### src/design/rric_pkg.sv
`timescale 1ns / 1ps
package rric_pkg;
  typedef enum logic [2:0] {
    CLS_NONE  = 3'd0,
    CLS_TACHY = 3'd1,
    CLS_BRADY = 3'd2,
    CLS_AF    = 3'd3,
    CLS_IRREG = 3'd4
  } cls_e;

  typedef enum logic [1:0] {
    REG_TACHY = 2'd0,
    REG_BRADY = 2'd1,
    REG_CV    = 2'd2
  } reg_e;

  localparam int unsigned RateW = 13;
  localparam int unsigned CvW   = 10;
  localparam int unsigned RrW   = 16;
  localparam logic [19:0] RrNum = 20'd960000;
  localparam logic [15:0] MinBeats = 16'd5;

  // queue entry between front and back
  typedef struct packed {
    logic [RateW-1:0] rate;
    logic [RrW-1:0]   beats;
  } beat_t;
endpackage

### src/design/rric_front.sv
`timescale 1ns / 1ps
module rric_front (
  input  logic                clk_i,
  input  logic                rst_ni,
  input  logic                in_valid,
  output logic                in_stall,
  input  logic [12:0]         rate_i,
  output logic                q_valid_o,
  input  logic                q_pop_i,
  output rric_pkg::beat_t     q_data_o
);
  import rric_pkg::*;

  logic [15:0] beats_q, beats_d;
  beat_t       fifo_q [2];
  logic        wp_q, rp_q;
  logic [1:0]  cnt_q;
  logic        push;

  assign in_stall  = (cnt_q == 2'd2);
  assign push      = in_valid && !in_stall;
  assign q_valid_o = (cnt_q != 2'd0);
  assign q_data_o  = fifo_q[rp_q];
  assign beats_d   = (beats_q == 16'hFFFF) ? beats_q : beats_q + 16'd1;

  always_ff @(posedge clk_i) begin
    if (push) begin
      fifo_q[wp_q] <= '{rate: rate_i, beats: beats_d};
    end
  end

  always_ff @(posedge clk_i or negedge rst_ni) begin
    if (!rst_ni) begin
      beats_q <= '0;
      wp_q    <= 1'b0;
      rp_q    <= 1'b0;
      cnt_q   <= '0;
    end else begin
      if (push) begin
        beats_q <= beats_d;
        wp_q    <= ~wp_q;
      end
      if (q_pop_i) rp_q <= ~rp_q;
      cnt_q <= cnt_q + {1'b0, push} - {1'b0, q_pop_i};
    end
  end

`ifndef NO_ASSERTIONS
  a_no_pop_empty: assert property (@(posedge clk_i) disable iff (!rst_ni)
    q_pop_i |-> q_valid_o) else $error("pop from empty queue");
  a_cnt_range: assert property (@(posedge clk_i) disable iff (!rst_ni)
    cnt_q != 2'd3) else $error("queue count overflow");
  a_beats_mono: assert property (@(posedge clk_i) disable iff (!rst_ni)
    push |=> beats_q != 16'd0) else $error("beat counter wrapped");
`endif
endmodule

### config.mk
export PLATFORM = sky130hd
export DESIGN_NAME = rric_front
export DESIGN_NICKNAME = d
export VERILOG_FILES = /design/src/design/rric_pkg.sv /design/src/design/rric_front.sv
export SDC_FILE = /design/constraint.sdc
export NUM_CORES = 1
export LEC_CHECK = 0
export BUFFER_PORTS_ARGS = -buffer_cell sky130_fd_sc_hd__buf_2
export CORE_MARGIN = 10
export CORE_UTILIZATION = 55
export DETAILED_ROUTE_END_ITERATION = 12
export PLACE_DENSITY = 0.88
export SETUP_SLACK_MARGIN = 0.1
export SKIP_CTS_REPAIR_TIMING = 1
export SLEW_MARGIN = 15
export SYNTH_ARGS = -nofsm -noshare
export SYNTH_HDL_FRONTEND = slang
export SYNTH_SLANG_ARGS = --single-unit
### constraint.sdc
create_clock -name clk_i -period 4.22 [get_ports clk_i]
set_input_delay 0.211 -clock clk_i [delete_from_list [all_inputs] [get_ports clk_i]]
set_output_delay 0.211 -clock clk_i [all_outputs]
set_load 0.02 [all_outputs]
# After elaboration in Yosys (flattened, before gate mapping)
# Memory sizes are Yosys's and may differ from the RTL's.
# Cells that the tools add are included.
# word_totals
n_memories	1
regBits	20
in_bits	17
ram_bits	58
out_inout_bits	31
# mem_list
memory	depth	width	read_ports	rd_ports_with_merged_regs	write_ports	line	text
fifo_q	2	29	1	0	1	rric_front.sv:15	beat_t fifo_q [2];
# op_classes
bitwise_logic	2
n_addsub	3
mux	3
n_eq_ne	2
reduce_logical	3
# ops
cell	n
16-bit by 1-bit adder with 16-bit output, second input constant	1
16-bit == test, second input constant	1
16-bit two-way mux	1
2-bit by 1-bit adder with 2-bit output	1
2-bit == test, second input constant	1
1-bit two-way mux	2
1-bit inverter	2
2-bit nonzero test	1
2-bit by 1-bit subtractor with 2-bit output	1
1-bit logical AND	1
1-bit logical NOT	1

# Depth between registers and ports, before layout
# Gate-level depths: netlist (run 1).
# logic_depth
depth_word	5
ltp_mapped	10

# Worst setup path after synthesis (run 1)
# OpenSTA, ideal clock, no wires.
# synth_path
path_kind	reg-to-reg
start	register cnt_q[1]
end	memory fifo_q[0][0] (netlist bit), enable pin
path_buffers	2
slack_ns	1.469
stages_incl_launch_ff	7
t_arrival_ns	2.336
period_less_slack_ns	2.751
required_time_ns	3.805
path_cell_list	dfrtp_1 nand2b_1 and2_1 clkbuf_1 inv_1 buf_2 nor2_1
# synth_via
elab_chain_cells	5
# synth_rtl
element	line	text
from (decl)	rric_front.sv:17	logic [1:0] cnt_q;
from (signal assigned)	rric_front.sv:44	cnt_q <= cnt_q + {1'b0, push} - {1'b0, q_pop_i};
2-bit == test	rric_front.sv:20	assign in_stall = (cnt_q == 2'd2);
1-bit logical NOT	rric_front.sv:21	assign push = in_valid && !in_stall;
1-bit logical AND	rric_front.sv:21	
1-bit two-way mux	rric_front.sv:27	if (push) begin
1-bit two-way mux (implied by the code)	rric_front.sv:28	fifo_q[wp_q] <= '{rate: rate_i, beats: beats_d};
to (decl)	rric_front.sv:15	
# Every way passes these cells.

# Final worst setup path (run 1)
# layout_path
start	register beats_q[0]
end	register beats_q[1]
# layout_via
elab_chain_cells	2
word_cells_on_any_way	3
classes_between	1 x add/sub; 1 x eq/ne; 1 x mux
# layout_rtl
element	line	text
from (decl)	rric_front.sv:14	logic [15:0] beats_q, beats_d;
from (signal assigned)	rric_front.sv:40	beats_q <= beats_d;
16-bit by 1-bit adder with 16-bit output or 16-bit == test (tied branches)	rric_front.sv:24	assign beats_d = (beats_q == 16'hFFFF) ? beats_q : beats_q + 16'd1;
16-bit two-way mux (*)	rric_front.sv:24	
# Mark *: on every way between the ends. The rest lies on a longest branch, timed or not.
# A chain may end at the register's enable or synchronous reset.

==> impl_metrics.tcl, run 1 <==
set metrics [dict create \
    finalSetupViolCount 0 \
    yosysTopAreaCell "edfxtp_1" \
    holdPathEnd "fifo_q[1][21]" \
    grt_pass1_wl_um 10580 \
    cts_root_buffer "clkbuf_8" \
    p_comb_share_pct 32.3 \
    wirelength_um 6417 \
    syn_to_final_growth_pct 14.84 \
    vias 2025 \
    fin_crit_ps 2607 \
    die-area_sq_um 9743 \
    grt_overflow 0 \
    cts.sinks 78 \
    status "completed" \
    power.density_nw_per_um2 668.1 \
    swShare_pct 34.19 \
    hold_path.class "in -> reg" \
    clk-insertion-delay-late_ps 350 \
    wl_per_cell_um 17.92 \
    numPortBuffers 47 \
    htreeDepth 3 \
    yosys_warnings 0 \
    end_kind "flip-flop" \
    core_area_sq_um 5956 \
    rsz0062_at_grt "no" \
    synth_area_leaders "edfxtp_1 (51%), dfrtp_1 (15%), mux2_2 (12%), xor2_1 (3.9%), nand2_1 (1.5%)" \
    finClkSkew_ps 6.315 \
    avgViaCountPerCell 5.656 \
    place_hpwl_um 4207 \
    regArea_sq_um 2242 \
    crit_type "reg -> reg" \
    grt_max_degree 30 \
    netlist.area_leader.share_pct 51.12 \
    multi_input_area_sq_um 1077 \
    reg2regPathDepth 5 \
    min_path_cells 1 \
    slew_headroom_pct 50.89 \
    reg2reg_to "beats_q[1]" \
    pwr-share-seq_pct 44.4 \
    setup-tns-final_ps 0 \
    drc 0 \
    r2r_start "beats_q[0]" \
    max-cap-violations 0 \
    std_cell_rows 28 \
    tightest_slew_ps 731.2 \
    diodes 0 \
    path_max_fanout 14 \
    worstSetupStartpointType "flip-flop" \
    fill_cells 441 \
    crit_arrival_ps 2850 \
    power.leakage_nw 1.632 \
    yosysSeqAreaShare_pct 65.81 \
    syn_nets 248 \
    critical_path_required_ps 4460 \
    post-route-period-util_pct 61.77 \
    synth_cells 228 \
    fmax_ghz 0.3836 \
    internal_power_mw 1.720 \
    syn_avg_cell_area_sq_um 14.94 \
    drive_gt1_share_pct 38.52 \
    clkTransAtPathRegs_ps 80 \
    die_h_um 98.71 \
    synth_cell_types 35 \
    synth_seq_cells 78 \
    utilization_pct 65.69 \
    hp-start "rate_i[5]" \
    r2r_setup_slack_ps 1610 \
    drv_slew 0 \
    dr.pass1.iters 4 \
    clockBufferDepth 2 \
    first_global_vias 2132 \
    antenna_found_initial 0 \
    drt_iter0_markers 108 \
    die_w_um 98.71 \
    cts_buffers 9 \
    switching_power_mw 0.8938 \
    gp_congestion 0.7803 \
    design_power_total_mw 2.614 \
    ant_nets 0 \
    vdd_ir_drop_max_mv 0.4565 \
    nNetsFinal 298 \
    track_usage_pct 13.55 \
    synth_area_sq_um 3407 \
    clockPowerShare_pct 23.3 \
    ios 48 \
    cts_tree "yes" \
    hold_violations 0 \
    start_util_pct 57.21 \
]
==> per-stage QoR <==
step	worst slack (ps)	instances	hold slack [ps]	instance area (sq um)
2_1_floorplan	1469	228	-84.59	3407
3_3_place_gp	1746	341	192.7	3682
3_5_place_dp	1665	341	200.1	3682
4_1_cts	1624	357	-178.7	3902
5_1_grt	1373	358	32.46	3913
6_report	1613	358	42.74	3913
==> worst max-delay path: stages, from the launching register on <==
cell	delay, ps
dfrtp_1	460
ha_1	260
nand3_1	450
nor4_4	820
nor2_1	190
mux2_2	310
==> how the worst max path moves through the flow <==
stage                           from      endpoint  slack, ps  depth (start not counted)
after floorplan             cnt_q[1]  fifo_q[0][0]       1470                          6
after global placement    beats_q[0]    beats_q[1]       1750                          5
after detailed placement  beats_q[0]    beats_q[1]       1660                          5
after CTS                 beats_q[0]    beats_q[1]       1620                          5
after global routing      beats_q[0]    beats_q[1]       1370                          5
final                     beats_q[0]    beats_q[1]       1610                          5
==> placed cells by master, fill, tap and decap left out, drive strengths merged, types with 5 or more instances in the layout <==
master	synthesis	routed
edfxtp	58	58
buf	6	50
mux2	36	36
dfrtp	20	20
xor2	15	15
nand2	14	14
nor3	11	11
clkbuf	6	9
nor2	8	8
nand3	7	7
nand4	7	7
xnor2	6	6
a21oi	6	6
and3	5	5
inv	3	5
==> power groups by stage <==
stage	clock network (mW)	registers, mW	logic (mW)
after floorplan	0	1.14	0.630
after global placement	0	1.15	0.835
after detailed placement	0	1.18	0.854
after CTS	0.619	1.16	0.862
after global routing	0.651	1.18	0.924
final	0.610	1.16	0.843
==> synth_stat cells (all sizes together) <==
master	number
nor4	2
nor2	8
or4	1
xor2	15
mux2	36
o21a	3
o21ai	2
clkbuf	6
and2	1
buf	6
nand2	14
xnor2	6
or2	1
nor3	11
edfxtp	58
inv	3
nand4	7
a31oi	2
ha	3
nand3	7
nand2b	2
dfrtp	20
a21oi	6
and4	3
and3	5
==> cell type report <==
class	count	area share [%]
inverter	3	0.2878
clock inverter	7	2.462
tap	75	2.398
timing repair buffer	51	6.844
sequential	78	57.31
clock buffer	9	3.166
multi-input combinational	135	27.53
==> routing by layer <==
metal | vias to the layer above | wire length (um) | GRT usage [%]
met5 | - | 0 | 0
li1 | 946 | - | -
met3 | 12 | 418 | 4.679
met4 | 0 | 93 | 5.292
met2 | 70 | 3258 | 22.69
met1 | 997 | 2648 | 15.61
==> cell families after synthesis <==
family	count (synthesis)	synth area share, %
xor+xnor	21	5.399
flops	78	65.81
buf+inv	15	2.644
mux	36	11.90
fa+ha+maj	3	1.102
compound gates	13	2.203
simple gates	62	10.94
==> flip-flops by register name, indices dropped and copies added (netlist names) <==
signal / count
cnt_q: 2
rp_q: 1
wp_q: 1
beats_q: 16
fifo_q: 58
No activity file was read; power rests on OpenSTA's default activity.
==> run 2: changes to the inputs <==
Settings changed: ABC_AREA set to 1, CORE_UTILIZATION 55 to 51, PLACE_DENSITY 0.88 to 0.86.
Clock period 4.22 ns to 2.09 ns, I/O delays scaled along.
==> run 2 against run 1 <==
Critical path depth is 2 lower. Die area is 8.8% higher. Largest power group unchanged. Sequential share of layout area is 4.0 points lower.
==> impl_metrics.tcl, run 2 <==
set metrics [dict create \
    grt_overflow 0 \
    fin_crit_ps 1766 \
    antenna_found_initial 0 \
    drt_iter0_markers 132 \
    synth_area_sq_um 3508 \
    yosysSeqAreaShare_pct 63.91 \
    diodes 0 \
    synth_top_family_by_area "simple AND/OR/NAND/NOR gates" \
    clk-insertion-delay-late_ps 340 \
    wl_per_cell_um 15.66 \
    synth_commonest_cells "nand2_1 (66), edfxtp_1 (58), mux2_2 (29), dfrtp_1 (20), inv_1 (20)" \
    first_global_vias 2238 \
    cts_root_buffer "clkbuf_8" \
    path_buf_inv 2 \
    start_util_pct 51.93 \
    slowest_delay_ps 390 \
    synth_cell_types 29 \
    clockBufferDepth 2 \
    netlist.area_leader.share_pct 49.64 \
    setup-tns-final_ps 0 \
    crit_path_cell_trace "buf_4 > mux2_2 > buf_2" \
    std_cell_rows 30 \
    crit_arrival_ps 1660 \
    vdd_ir_drop_max_mv 0.8373 \
    stdcell_area_sq_um 4207 \
    end_kind "output pin" \
    utilization_pct 62.26 \
    power.density_nw_per_um2 1293 \
    path_max_fanout 29 \
    whs_ps 191.9 \
    nNetsFinal 371 \
    slowest_stage "mux2_2" \
    finalSetupViolCount 0 \
    ios 48 \
    syn_to_final_growth_pct 19.90 \
    synth_edf_count 58 \
    drc 0 \
    power.leakage_nw 1.798 \
    largest_register "fifo_q" \
    clkTransAtPathRegs_ps 80 \
    yosys.area_share.simple_pct 18.83 \
    ant_nets 0 \
    final_common_cell "nand2_1" \
    synthAdderAreaFrac_pct 1.070 \
    fill_cells 505 \
    worstSetupStartpointType "flip-flop" \
    synth_cells 280 \
    cts_buffers 9 \
    place_hpwl_um 4497 \
    syn_nets 300 \
    reg_top3 "fifo_q: 58 flops, beats_q: 16 flops, cnt_q: 2 flops" \
    drv_slew 0 \
    status "completed" \
    yosys_warnings 0 \
    die-area_sq_um 10600 \
    dr.pass1.iters 4 \
    core_area_sq_um 6756 \
    rsz0062_at_grt "no" \
    drive_gt1_share_pct 35.96 \
    cts.sinks 78 \
    crit_type "reg -> out" \
    slew_headroom_pct 64.31 \
    synth_area_leaders "edfxtp_1 (50%), dfrtp_1 (14%), mux2_2 (9.3%), nand2_1 (7.1%), nand3_2 (2.3%)" \
    fmax_ghz 0.5663 \
    synth-compound-area-share_pct 1.819 \
    crit_family "buffers and inverters" \
    largest_reg_flops 58 \
    async_flop_share_pct 25.64 \
    htreeDepth 3 \
    max-cap-violations 0 \
    wirelength_um 6826 \
    post-route-period-util_pct 84.49 \
    final_cell_mix "nand2_1 (66), edfxtp_1 (58), buf_2 (47)" \
    grt_pass1_wl_um 10870 \
    die_h_um 102.9 \
    syn_avg_cell_area_sq_um 12.53 \
    synth_seq_cells 78 \
    yosysTopAreaCell "edfxtp_1" \
    critical_path_required_ps 1990 \
    dpl-instance-area_sq_um 3836 \
    hold_path.class "in -> reg" \
    hold_violations 0 \
    synth_most_common_cell "nand2_1" \
    synth_mux_area_share_pct 9.308 \
    track_usage_pct 13.36 \
    synthXorXnorAreaFrac_pct 1.498 \
    cts_tree "yes" \
    finClkSkew_ps 7.800 \
    numPortBuffers 47 \
    vias 2258 \
    tightest_slew_ps 533.4 \
    grt_max_degree 30 \
    synthFlopType "edfxtp_1" \
    die_w_um 102.9 \
    gp_congestion 0.8481 \
    avgViaCountPerCell 5.179 \
]
-- run 2: changes by cell type in the layout (fill, tap and decap cells not counted), moves of 10 or more --
cell / change
dlygate4sd3_1: +14
inv_1: +17
nand2_1: +52
nor3_1: -10
xor2_1: -11
-- run 2: layout make-up --
class	instances	area, sq um	share of cell area, %
Tap cell	80	100.1	2.380
Timing Repair Buffer	66	415.4	9.875
Clock inverter	7	96.34	2.290
Inverter	22	82.58	1.963
Sequential cell	78	2242	53.30
Clock buffer	9	123.9	2.945
Multi-Input combinational cell	174	1146	27.25
-- run 2: metal layers --
layer / vias to the layer above / global-route usage [%] / part of all wire (%)
met5: - / 0 / 0
met4: 0 / 4.706 / 1.5
met3: 7 / 4.223 / 5.4
met2: 65 / 22.77 / 50
met1: 1093 / 15.46 / 43
li1: 1093 / - / -
-- run 2: power by group --
| part | internal (mW) | switching, mW | total [mW] |
|---|---|---|---|
| logic | 0.721 | 1.15 | 1.87 |
| registers | 2.15 | 0.179 | 2.33 |
| clock network | 0.676 | 0.557 | 1.23 |
| total | 3.55 | 1.89 | 5.44 |
-- run 2: final timing paths --
kind	start	endpoint	slack (ps)	cells past startpoint
worst max-delay path	rp_q	q_data_o[15]	320	3
worst min-delay path	in_valid	beats_q[15]	190	4
worst max register to register	cnt_q[1]	cnt_q[1]	420	6
worst min register to register	rp_q	rp_q	490	1
max in group asynchronous	rst_ni	beats_q[11]	1510	2
min in group asynchronous	rst_ni	beats_q[14]	240	2
-- run 2: stage by stage --
step | cells | power [mW] | worst slack (ps)
floorplan | 280 | 3.678 | 166.0
global placement | 405 | 4.167 | 500.9
detailed placement | 405 | 4.239 | 420.1
CTS | 421 | 5.492 | 281.8
global route | 436 | 5.763 | 214.6
finish | 436 | 5.437 | 324.2
-- run 2: cell families (layout without fill, tap and decap cells) --
kind of cell    Yosys count  after routing
xor+xnor                  6              6
buf+inv                  28            104
flops                    78             78
compound gates           10             10
mux                      29             29
simple gates            126            126
fa+ha+maj                 3              3
-- run 2: worst reg2reg max path, stage by stage (launching register included) --
cell,delay [ps]
dfrtp_1,390
inv_1,90
o21ai_4,440
ha_1,330
inv_1,50
ha_1,150
xnor2_1,130
==> run 3: changes to the inputs <==
Clock period 2.09 ns to 1.5 ns, I/O delays scaled along.
==> run 3 against run 2 <==
The run now ends with negative setup slack left. Non-clock buffer count increased by 32. Global-route usage grew 0.48 points. Largest power group is now combinational cells. Register-to-register slack worse by 550 ps. Largest cell class unchanged. First-iteration DRC count rose by 30%. Hold slack better by 31 ps. Highest routed layer unchanged.
==> impl_metrics.tcl, run 3 (synthesis results as in run 2) <==
set metrics [dict create \
    status "finished, violations left" \
    violations "negative setup slack" \
    r2r_start "beats_q[0]" \
    fin_crit_ps 1628 \
    reg_top3 "fifo_q: 58 flops, beats_q: 16 flops, cnt_q: 2 flops" \
    first_global_vias 2389 \
    wl_per_cell_um 19.28 \
    top_usage_layer "met2" \
    clkTransAtPathRegs_ps 80 \
    clk-insertion-delay-late_ps 350 \
    design_power_total_mw 8.831 \
    post-place-ws_ps -33.34 \
    largest_reg_flops 58 \
    path_max_fanout 5 \
    grt_max_degree 30 \
    power.leakage_nw 2.078 \
    met2_usage_pct 23.35 \
    grt_pass1_wl_um 11360 \
    clockBufferDepth 2 \
    end_kind "flip-flop" \
    die_h_um 102.9 \
    met1_usage_pct 16.34 \
    r2r_setup_slack_ps -130 \
    vdd_ir_drop_max_mv 1.105 \
    p_comb_share_pct 44.5 \
    rsz0062_at_grt "yes" \
    drc 0 \
    pwr-share-seq_pct 37.6 \
    std_cell_rows 30 \
    crit_type "reg -> reg" \
    hold_path.class "in -> async" \
    drt_iter0_markers 172 \
    final_cell_mix "edfxtp_1 (58), nand2_1 (49), buf_2 (40)" \
    stdcell_area_sq_um 4956 \
    fmax_ghz 0.6143 \
    nNetsFinal 403 \
    cts_buffers 9 \
    tightest_slew_ps 513.2 \
    htreeDepth 3 \
    hold_violations 0 \
    die-area_sq_um 10600 \
    crit_arrival_ps 1740 \
    die_w_um 102.9 \
    reg2reg_to "fifo_q[1][1]" \
    switching_power_mw 3.143 \
    clockPowerShare_pct 17.9 \
    final.setup.worst_slack_ps -128.0 \
    dr.pass1.iters 4 \
    diodes 0 \
    post-route-period-util_pct 108.5 \
    max-cap-violations 0 \
    syn_to_final_growth_pct 41.26 \
    setup-tns-final_ps -2679 \
    antenna_found_initial 0 \
    worstSetupEndpoint "fifo_q[1][1]" \
    critical_path_required_ps 1610 \
    swShare_pct 35.59 \
    wirelength_um 9023 \
    vias 2525 \
    track_usage_pct 13.84 \
    internal_power_mw 5.688 \
    gp_congestion 0.8577 \
    drv_slew 0 \
    cts_root_buffer "clkbuf_8" \
    place_hpwl_um 4800 \
    crit_path_start "beats_q[0]" \
    worstSetupStartpointType "flip-flop" \
    dpl-instance-area_sq_um 4000 \
    slew_headroom_pct 65.78 \
    start_util_pct 51.93 \
    finClkSkew_ps 7.574 \
    drive_gt1_share_pct 52.06 \
    power.density_nw_per_um2 1782 \
    finalSetupViolCount 55 \
    grt_overflow 0 \
    avgViaCountPerCell 5.395 \
    ios 48 \
    numPortBuffers 47 \
    use_met3_pct 3.217 \
    core_area_sq_um 6756 \
    cts_tree "yes" \
    cts.sinks 78 \
    reg2regPathDepth 7 \
    ant_nets 0 \
    final_common_cell "edfxtp_1" \
    largest_register "fifo_q" \
    whs_ps 222.8 \
]
## run 3: changes by cell type in the layout (fill, tap and decap cells not counted), moves of 10 or more
cell | previous run | this run
nand2_1 | 66 | 49
nand2_2 | 5 | 20
buf_6 | 0 | 14
buf_4 | 4 | 17
nand3_4 | 2 | 12
## run 3: how the worst min path moves through the flow
stage	startpoint	endpoint	slack, ps	cells past startpoint
after detailed placement	rst_ni	beats_q[14]	80	1
after global placement	rst_ni	beats_q[14]	70	1
after CTS	rst_ni	wp_q	-310	1
after global routing	in_valid	beats_q[0]	220	5
final	rst_ni	beats_q[5]	220	2
after floorplan	rst_ni	beats_q[0]	-220	0
## run 3: metal layers
layer	vias up	share of wire [%]
met5	-	0
met4	0	3.0
met3	29	6.3
met2	103	54
met1	1232	37
li1	1161	-
## run 3: per-stage QoR
stage | cells | utilization, %
2_1_floorplan | 280 | -
3_3_place_gp | 413 | 59.20
3_5_place_dp | 413 | 59.20
4_1_cts | 429 | 62.17
5_1_grt | 468 | 73.35
6_report | 468 | 73.35
## run 3: power by group through the flow
stage / logic [mW] / registers (mW) / clock network (mW)
2_1_floorplan: 1.94 / 3.23 / 0
3_3_place_gp: 2.83 / 3.25 / 0
3_5_place_dp: 2.89 / 3.29 / 0
4_1_cts: 2.90 / 3.25 / 1.59
5_1_grt: 4.17 / 3.37 / 1.68
6_report: 3.93 / 3.32 / 1.58
## run 3: layout make-up
cell class                      count  area, sq um
Sequential cell                    78         2251
Fill cell                         401         1800
Multi-Input combinational cell    174         1421
Timing Repair Buffer               98        890.9
Clock buffer                       11        141.4
Tap cell                           80        100.1
Inverter                           22        92.59
Clock inverter                      5        58.81
## run 3: critical path, stage by stage, from the launching register on
cell and delay (ps):
dfrtp_1 470, ha_4 200, nand3_4 110, inv_8 110, nand4_4 180, buf_12 200, nand2_4 60, nand2_4 60
